File: src/hw/rtl/ps2s1_pkg.sv
package ps2s1_pkg;

	localparam int MAP_ENTRIES_DEF = 128;
	localparam int ADDR_W          = 8;
	localparam int CHAR_W          = 8;
	localparam int KEY_W           = 16;
	localparam int IDX_W           = 7;
	localparam int REG_IDX_W       = 3;

	localparam logic [7:0] SC_PREFIX      = 8'hE0;
	localparam logic [7:0] SC_LSHIFT_MAKE = 8'h2A;
	localparam logic [7:0] SC_RSHIFT_MAKE = 8'h36;
	localparam logic [7:0] SC_CTRL_MAKE   = 8'h1D;
	localparam logic [7:0] SC_LSHIFT_BRK  = 8'hAA;
	localparam logic [7:0] SC_RSHIFT_BRK  = 8'hB6;
	localparam logic [7:0] SC_CTRL_BRK    = 8'h9D;
	localparam logic [7:0] SC_UP          = 8'h48;
	localparam logic [7:0] SC_DOWN        = 8'h50;
	localparam logic [7:0] SC_LEFT        = 8'h4B;
	localparam logic [7:0] SC_RIGHT       = 8'h4D;
	localparam logic [7:0] SC_DELETE      = 8'h53;

	localparam logic [REG_IDX_W-1:0] REG_ENABLE = 3'd0;
	localparam logic [REG_IDX_W-1:0] REG_UP     = 3'd1;
	localparam logic [REG_IDX_W-1:0] REG_DOWN   = 3'd2;
	localparam logic [REG_IDX_W-1:0] REG_LEFT   = 3'd3;
	localparam logic [REG_IDX_W-1:0] REG_RIGHT  = 3'd4;
	localparam logic [REG_IDX_W-1:0] REG_DELETE = 3'd5;

	localparam logic [KEY_W-1:0] UP_RST     = 16'd256;
	localparam logic [KEY_W-1:0] DOWN_RST   = 16'd257;
	localparam logic [KEY_W-1:0] LEFT_RST   = 16'd258;
	localparam logic [KEY_W-1:0] RIGHT_RST  = 16'd259;
	localparam logic [KEY_W-1:0] DELETE_RST = 16'd260;

	localparam logic [CHAR_W-1:0] CH_UPPER_A = 8'h41;
	localparam logic [CHAR_W-1:0] CH_UPPER_Z = 8'h5A;
	localparam logic [CHAR_W-1:0] CH_LOWER_A = 8'h61;
	localparam logic [CHAR_W-1:0] CH_LOWER_Z = 8'h7A;
	localparam logic [CHAR_W-1:0] CH_CASE    = 8'h20;
	localparam logic [CHAR_W-1:0] CH_CTRL    = 8'h60;

	typedef struct packed {
		logic              we;
		logic              re;
		logic              sel;
		logic [IDX_W-1:0]  index;
		logic [CHAR_W-1:0] wdata;
	} km_req_t;

	function automatic logic [CHAR_W-1:0] fold_ctrl(input logic [CHAR_W-1:0] ch,
		input logic ctrl);
		logic [CHAR_W-1:0] low;
		low = ch;
		if (!ctrl) begin
			return ch;
		end
		if (low >= CH_UPPER_A && low <= CH_UPPER_Z) begin
			low = low + CH_CASE;
		end
		if (low >= CH_LOWER_A && low <= CH_LOWER_Z) begin
			return low - CH_CTRL;
		end
		return ch;
	endfunction

endpackage

File: src/hw/rtl/ps2s1_keymap.sv
module ps2s1_keymap #(
	parameter int MAP_ENTRIES = ps2s1_pkg::MAP_ENTRIES_DEF
) (
	input  logic                       clk,
	input  ps2s1_pkg::km_req_t         req,
	output logic [ps2s1_pkg::CHAR_W-1:0] rdata
);
	import ps2s1_pkg::*;

	logic [CHAR_W-1:0] mem [1 << ADDR_W];
	logic [ADDR_W:0]   sum;
	logic [ADDR_W-1:0] addr;
	logic [CHAR_W-1:0] rdata_q;

	// plain map from 0, shifted map from MAP_ENTRIES, wrapping at the store size
	assign sum  = (req.sel ? (ADDR_W+1)'(MAP_ENTRIES) : '0) + (ADDR_W+1)'(req.index);
	assign addr = sum[ADDR_W-1:0];

	always_ff @(posedge clk) begin
		if (req.we) begin
			mem[addr] <= req.wdata;
		end
		if (req.re) begin
			rdata_q <= mem[addr];
		end
	end

	assign rdata = rdata_q;

endmodule

File: src/hw/rtl/ps2_set1_scancode_decoder_top.sv
// Channel   Dir  tdata (low bit up)                                    tuser
// s_axis    in   scan_byte[7:0] map_select[8] map_index[15:9]         command
//                map_char[23:16]
// m_axis    out  key_code[15:0]                                        -
// wr_*      in   wr_index selects register, wr_data[15:0]              -
//
// One request per cycle while s_axis_tready is high. A key code reaches m_axis
// via stage one (the keymap read), the ctrl fold and zero check, and out_data_q.
// Reset clears the held flags, the pipeline and the registers; the keymap is
// not cleared and holds nothing until loaded.
// A stalled result holds in the output register; the stage behind it holds
// the next lookup and s_axis_tready drops only when both are full.
module ps2_set1_scancode_decoder_top #(
	parameter int MAP_ENTRIES = ps2s1_pkg::MAP_ENTRIES_DEF
) (
	input  logic                             clk,
	input  logic                             arst_n,
	input  logic                             s_axis_tvalid,
	output logic                             s_axis_tready,
	// scan_byte[7:0], map_select[8], map_index[15:9], map_char[23:16]
	input  logic [23:0]                      s_axis_tdata,
	// command[0]
	input  logic                             s_axis_tuser,
	output logic                             m_axis_tvalid,
	input  logic                             m_axis_tready,
	// key_code[15:0]
	output logic [ps2s1_pkg::KEY_W-1:0]      m_axis_tdata,
	input  logic                             wr_en,
	input  logic [ps2s1_pkg::REG_IDX_W-1:0]  wr_index,
	input  logic [ps2s1_pkg::KEY_W-1:0]      wr_data
);
	import ps2s1_pkg::*;

	logic              enable_q;
	logic [KEY_W-1:0]  up_q, down_q, left_q, right_q, delete_q;
	logic              prefix_q, shift_q, ctrl_q;

	logic [7:0]        scan;
	logic              accept, decode;
	logic              advance;
	km_req_t           req;
	logic [CHAR_W-1:0] rdata;

	logic              cand, cand_ext;
	logic [KEY_W-1:0]  ext_code;
	logic              prefix_d, shift_d, ctrl_d;

	logic              valid_s1, ext_s1, ctrl_s1;
	logic [KEY_W-1:0]  code_s1;
	logic [KEY_W-1:0]  key_s1;

	logic              out_valid_q;
	logic [KEY_W-1:0]  out_data_q;

	assign scan    = s_axis_tdata[7:0];
	assign advance = !out_valid_q || m_axis_tready;
	assign s_axis_tready = !valid_s1 || advance;
	assign accept  = s_axis_tvalid && s_axis_tready;
	assign decode  = accept && !s_axis_tuser && enable_q;

	always_ff @(posedge clk or negedge arst_n) begin
		if (!arst_n) begin
			enable_q <= 1'b0;
			up_q     <= UP_RST;
			down_q   <= DOWN_RST;
			left_q   <= LEFT_RST;
			right_q  <= RIGHT_RST;
			delete_q <= DELETE_RST;
		end else if (wr_en) begin
			case (wr_index)
				REG_ENABLE: enable_q <= wr_data[0];
				REG_UP:     up_q     <= wr_data;
				REG_DOWN:   down_q   <= wr_data;
				REG_LEFT:   left_q   <= wr_data;
				REG_RIGHT:  right_q  <= wr_data;
				REG_DELETE: delete_q <= wr_data;
				default: ;
			endcase
		end
	end

	always_comb begin
		case (scan)
			SC_UP:     ext_code = up_q;
			SC_DOWN:   ext_code = down_q;
			SC_LEFT:   ext_code = left_q;
			SC_RIGHT:  ext_code = right_q;
			SC_DELETE: ext_code = delete_q;
			default:   ext_code = '0;
		endcase
	end

	always_comb begin
		prefix_d = prefix_q;
		shift_d  = shift_q;
		ctrl_d   = ctrl_q;
		cand     = 1'b0;
		cand_ext = 1'b0;
		if (scan == SC_PREFIX) begin
			prefix_d = 1'b1;
		end else if (prefix_q) begin
			prefix_d = 1'b0;
			cand     = !scan[7];
			cand_ext = 1'b1;
		end else begin
			case (scan) inside
				SC_LSHIFT_MAKE, SC_RSHIFT_MAKE: shift_d = 1'b1;
				SC_LSHIFT_BRK, SC_RSHIFT_BRK:   shift_d = 1'b0;
				SC_CTRL_MAKE:                   ctrl_d  = 1'b1;
				SC_CTRL_BRK:                    ctrl_d  = 1'b0;
				default:                        cand    = !scan[7] && scan != '0;
			endcase
		end
	end

	always_comb begin
		req       = '0;
		req.we    = accept && s_axis_tuser;
		req.re    = decode && cand && !cand_ext;
		req.wdata = s_axis_tdata[23:16];
		if (s_axis_tuser) begin
			req.sel   = s_axis_tdata[8];
			req.index = s_axis_tdata[15:9];
		end else begin
			req.sel   = shift_q;
			req.index = scan[IDX_W-1:0];
		end
	end

	ps2s1_keymap #(
		.MAP_ENTRIES(MAP_ENTRIES)
	) u_keymap (
		.clk  (clk),
		.req  (req),
		.rdata(rdata)
	);

	always_ff @(posedge clk or negedge arst_n) begin
		if (!arst_n) begin
			prefix_q <= 1'b0;
			shift_q  <= 1'b0;
			ctrl_q   <= 1'b0;
		end else if (decode) begin
			prefix_q <= prefix_d;
			shift_q  <= shift_d;
			ctrl_q   <= ctrl_d;
		end
	end

	always_ff @(posedge clk or negedge arst_n) begin
		if (!arst_n) begin
			valid_s1 <= 1'b0;
		end else if (accept) begin
			valid_s1 <= decode && cand;
		end else if (advance) begin
			valid_s1 <= 1'b0;
		end
	end

	always_ff @(posedge clk) begin
		if (decode) begin
			ext_s1  <= cand_ext;
			ctrl_s1 <= ctrl_q;
			code_s1 <= ext_code;
		end
	end

	assign key_s1 = ext_s1 ? code_s1 : KEY_W'(fold_ctrl(rdata, ctrl_s1));

	always_ff @(posedge clk or negedge arst_n) begin
		if (!arst_n) begin
			out_valid_q <= 1'b0;
		end else if (advance) begin
			out_valid_q <= valid_s1 && key_s1 != '0;
		end
	end

	always_ff @(posedge clk) begin
		if (advance) begin
			out_data_q <= key_s1;
		end
	end

	assign m_axis_tvalid = out_valid_q;
	assign m_axis_tdata  = out_data_q;

	a_full_stall: assert property (@(posedge clk) disable iff (!arst_n)
		valid_s1 && out_valid_q && !m_axis_tready |-> !s_axis_tready)
		else $error("request taken while both result stages are full");

	a_one_port: assert property (@(posedge clk) disable iff (!arst_n)
		!(req.we && req.re))
		else $error("keymap read and write in one cycle");

	a_read_lands: assert property (@(posedge clk) disable iff (!arst_n)
		req.re |=> valid_s1 && !ext_s1)
		else $error("keymap read without a lookup in stage one");

	a_flags_hold: assert property (@(posedge clk) disable iff (!arst_n)
		!decode |=> $stable(shift_q) && $stable(ctrl_q) && $stable(prefix_q))
		else $error("held flags changed without a decoded request");

endmodule
File: config.mk
export PLATFORM = sky130hd
export DESIGN_NAME = ps2_set1_scancode_decoder_top
export DESIGN_NICKNAME = d
export VERILOG_FILES = /design/src/hw/rtl/ps2s1_pkg.sv /design/src/hw/rtl/ps2s1_keymap.sv /design/src/hw/rtl/ps2_set1_scancode_decoder_top.sv
export SDC_FILE = /design/constraint.sdc
export NUM_CORES = 2
export LEC_CHECK = 0
export ABC_AREA = 1
export BUFFER_PORTS_ARGS = -buffer_cell sky130_fd_sc_hd__buf_2
export CORE_AREA = 3 3 396 398
export DETAILED_ROUTE_END_ITERATION = 7
export DIE_AREA = 0 0 399 401
export HOLD_SLACK_MARGIN = 0.12
export PLACE_DENSITY = 0.75
export SLEW_MARGIN = 20
export SYNTH_ARGS = -nofsm -noshare
export SYNTH_HDL_FRONTEND = slang
export SYNTH_HIERARCHICAL = 1
export SYNTH_SLANG_ARGS = --single-unit
File: constraint.sdc
create_clock -name clk -period 3.2 [get_ports clk]
set_input_delay 0.16 -clock clk [delete_from_list [all_inputs] [get_ports clk]]
set_output_delay 0.16 -clock clk [all_outputs]
set_load 0.1 [all_outputs]
# Word level (Yosys, flattened, before mapping)
# Memory sizes are Yosys's and may differ from the RTL's. A register that Yosys moved wholly into a read port is not among the register bits.
# Index checks and enable logic that the tools add are counted.
# Widths: inputs -> output; s select.
# totals
regBits	120
ramBits	2048
inputBits	49
output_inout_bits	18
memories	1
# classes
n_addsub	3
order_cmp	4
n_eq_ne	17
mux	29
bitwise	4
reduce_logical	33
# mem_list
memory	depth	word_bits	rd	rd_clocked_by_memory_dff	write_ports	line	text
u_keymap.mem	256	8	1	1	1	ps2s1_keymap.sv:10	logic [CHAR_W-1:0] mem [1 << ADDR_W];
# op_table
cell	n
$pmux 16 s5	1
$mux 8	8
$eq 8x7->1 const B	5
$eq 8x8->1 const B	4
$mux 1	19
$eq 8x6->1 const B	2
$ge 8x7->1 const B	2
$le 8x7->1 const B	2
$mux 16	1
$reduce_bool 16->1	1
$reduce_and 2->1	6
$logic_and 1x1->1	10
$add 8x6->8 const B	1
$add 8x7->8	1
$eq 8x5->1 const B	1
$reduce_bool 8->1	1
$sub 8x7->8 const B	1
$eq 3x2->1 const B	2
$eq 3x3->1 const B	2
$reduce_and 6->1	1
$reduce_bool 2->1	3
$logic_not 1->1	5
$not 1->1	4
$reduce_and 4->1	1
other kinds (4)	6

# Depth between registers and ports, before layout
# logic_depth
word_depth	13
mapped_depth	21
depth_no_buf	21

# Hierarchy
# Netlist, hierarchy kept.
# modules_own_cells
mod	n_inst	cells_per_inst	area_each_um2	seq_area_each_um2
ps2s1_keymap	1	8021	84955.2	61739.2
ps2_set1_scancode_decoder_top	1	595	5410.2	3185.6

# Worst setup path after synthesis
# No wires, ideal clock.
# synth_path
kind	register to register
startpoint	reg out_valid_q, in the netlist m_axis_tvalid
endpoint	mem u_keymap.mem[161][0] (enable)
setup_time_ns	0.370
arrival_ns	3.197
required_time_ns	2.830
setup_slack_ns	-0.367
stages_incl_launch_ff	8
cell_sequence	dfrtp_1 -> nand3_1 -> nand2_1 -> nor2_1 -> clkbuf_1 -> nand3_1 -> clkbuf_1 -> nor2_1
# synth_lines
element	line	text
start, declared	ps2_set1_scancode_decoder_top.sv:52	logic out_valid_q;
start signal, assigned	ps2_set1_scancode_decoder_top.sv:172	out_valid_q <= 1'b0;
start signal, assigned	ps2_set1_scancode_decoder_top.sv:174	out_valid_q <= valid_s1 && key_s1 != '0;
end, declared	ps2s1_keymap.sv:10	

==> impl_metrics.toml <==
[run_status]
status = "complete, no violations"

[timing]
max_freq_ghz = 0.341
finalHoldViolations = 0
clock_skew_ns = 0.0270
worst_slew_pin_slew_ns = 1.22
final-max-slew-violation-count = 0
max_slew_margin_pct = 18.6
fin_crit_ns = 2.93
finalCritPeriodShare_pct = 91.6
rsz0062_at_grt = "no"
setup_viol = 0
finalSetupTns_ns = 0

[global_route]
antenna_found_initial = 6
grt_pass1_vias = 61800
grt_pass1_wl_um = 364000
grt_usage_pct = 30.0
overflow = 0
grt_max_degree = 169

[power]
power_switching_mw = 14.5
vdd_drop_max_uv = 646
internal_power_mw = 46.7
p_per_area_nw_per_um2 = 590
p_clk_share_pct = 39.5
seq_power_share_pct = 51.7
p_leak_nw = 42.4
p_comb_share_pct = 8.8
power_switching_share_pct = 23.6
total_power_mw = 61.2

[setup_path]
crit_end = "u_keymap/rdata[3]"
crit_family = "buffers and inverters"
worstSetupStartpoint = "s_axis_tdata[3]"
critPathCaptureType = "flop"
critical-path-slowest-cell = "nor2_4"
reg2reg_to = "u_keymap/mem[30][7]"
ff2ff_path_depth = 8
cp_num_buf_inv = 7
r2r_start = "shift_q"
worstSetupStartpointType = "primary input"
worstPathCellList = "dlygate4sd3_1 -> buf_2 -> inv_2 -> o21ai_0 -> buf_4 -> nor2_4 -> buf_4 -> nand2_1 -> nand2_1 -> o21ai_0 -> buf_4 -> nand2_1 -> nor2_1 -> nor2_1 -> nor2_1 -> buf_4 -> nand2_1"
rrSetupSlack_ns = 0.55
critPathRequiredTime_ns = 3.91
cp_max_fo = 16
critPathMaxStageDelay_ns = 0.62
cp.arrival_ns = 3.64
worstSetupPathType = "primary input to flop"
crit_cells = 17

[floorplan]
dieHeight_um = 401
rows = 144
die-area_um2 = 160000
ios = 67
initial_core_util_pct = 58.8
core_area_um2 = 154000
die-width_um = 399

[final_layout]
nNetsFinal = 9093
area_growth_pct = 14.7
layout_commonest_cell = "nand2_1"
mostFrequentLayoutCells = "nand2_1, edfxtp_1, buf_4"
drive_gt1_share_pct = 10.2
fillers = 10800

[clock_tree]
clk_latency_ns = 0.84
cts_buffers = 208
root_buffer = "clkbuf_16"
cts_sinks = 2176
cts_resized = 0
clockBufferDepth = 3
ctsHoldBuffers = 52
htree_num_levels = 4
clk_pin_slew_ns = 0.06
post_cts.repair.setup_buffers = 0
cts_tree = "yes"

[logic_synthesis]
syn-cell-area_um2 = 90400
synthCells = 8616
syn_nets = 8667
syn_area_per_cell_um2 = 10.5
synth_warnings = 6
yosysSeqAreaShare_pct = 71.8
yosys_register_bits = 2176
yosysUniqueCellTypes = 37

[routing]
final_antenna_net_count = 0
via_count = 63900
firstDrtPassIters = 6
drt_first_iter_violations = 8714
drc = 0
wl_um = 240000
wl_per_cell_um = 21.3
via_per_inst = 5.67

[placed_design]
finalWeightedCongestion = 0.915
dpl.hpwl_um = 142000
port_buffers = 66

[hold_path]
hp-class = "primary input to flop"

[run]
maxCapViolCount = 0
cells by family (layout without fill, tap and decap cells):
kind of cell / after synthesis / count (layout) / synth area share, %
and+or+nand+nor: 5523 / 5523 / 23.3
DFF: 2176 / 2176 / 71.8
buffers and inverters: 575 / 1172 / 2.77
AOI/OAI and AO/OA: 340 / 340 / 2.02
adders and majority gates: 2 / 2 / 0.0277
other: 0 / 6 / 0
worst min-delay path by stage:
stage,start,endpoint,depth (start not counted)
after global placement,arst_n,up_q[13],1
final,s_axis_tdata[0],code_s1[11],6
after CTS,s_axis_tdata[0],code_s1[1],5
after global routing,s_axis_tdata[0],code_s1[1],6
after floorplan,arst_n,ctrl_q,0
after detailed placement,arst_n,left_q[13],1
metrics by stage:
stage	hold WS, ns	util [%]	std cells	worst slack, ns	area, um^2
2_1_floorplan	-0.136	-	8616	0.0371	90400
3_3_place_gp	0.410	62.8	10800	-0.149	96500
3_5_place_dp	0.430	62.8	10800	-0.160	96500
4_1_cts	0.125	67.5	11300	0.413	104000
5_1_grt	0.210	67.5	11300	0.172	104000
6_report	0.173	67.5	11300	0.268	104000
area by class of cell:
cell class | instances | area, um^2 | area share, %
Sequential cell | 2176 | 64900 | 62.6
Clock inverter | 118 | 1140 | 1.10
Timing Repair Buffer | 657 | 5990 | 5.77
Clock buffer | 263 | 5520 | 5.32
Multi-Input combinational cell | 5865 | 23000 | 22.2
Tap cell | 2044 | 2560 | 2.47
Antenna cell | 6 | 15.0 | 0.0145
Inverter | 134 | 537 | 0.518
flip-flops by register name, summed over array words and instances, names as in the netlist:
register and flops:
enable_q 1, valid_s1 1, m_axis_tvalid 1, left_q 16
m_axis_tdata 16, down_q 16, up_q 16, prefix_q 1
u_keymap/mem 2048, ext_s1 1, delete_q 16, right_q 16
shift_q 1, ctrl_q 1, ctrl_s1 1, code_s1 16
u_keymap/rdata 8
power groups by stage:
stage	clock network [mW]	registers (mW)	logic, mW
after CTS	24.4	31.6	5.29
after global placement	0	32.2	5.09
after detailed placement	0	32.2	5.18
after global routing	25.5	31.7	5.84
final	24.2	31.6	5.37
after floorplan	0	32.4	2.76
synth_stat cells, drive strengths merged:
master | number | area, um^2
nand2 | 4913 | 18500
edfxtp | 2090 | 62800
nor2 | 387 | 1480
o21ai | 257 | 1290
buf | 251 | 1280
nand3 | 205 | 1040
clkbuf | 190 | 713
inv | 133 | 504
dfrtp | 76 | 1900
a21oi | 49 | 245
o221ai | 14 | 123
a22o | 13 | 114
dfstp | 10 | 263
nand4 | 8 | 50.1
nor3 | 5 | 30.0
or2 | 4 | 25.0
a31oi | 2 | 12.5
ha | 2 | 25.0
o22ai | 2 | 12.5
a211oi | 1 | 7.51
a311oi | 1 | 8.76
a41oi | 1 | 8.76
clkinv | 1 | 3.75
nor4 | 1 | 12.5
routing by layer:
metal	vias up	part of all wire, %	GRT usage, %
li1	29200	-	-
met1	30500	38	41.4
met2	3651	47	47.1
met3	596	11	6.04
met4	0	3.9	11.8
met5	-	0	0
tightest hold or removal path: stages:
cell and delay [ns]:
buf_2 0.12, nand2_1 0.06, inv_1 0.06, nand3_1 0.08, buf_4 0.21, o221ai_1 0.20
No activity file was read; power rests on OpenSTA's default activity.
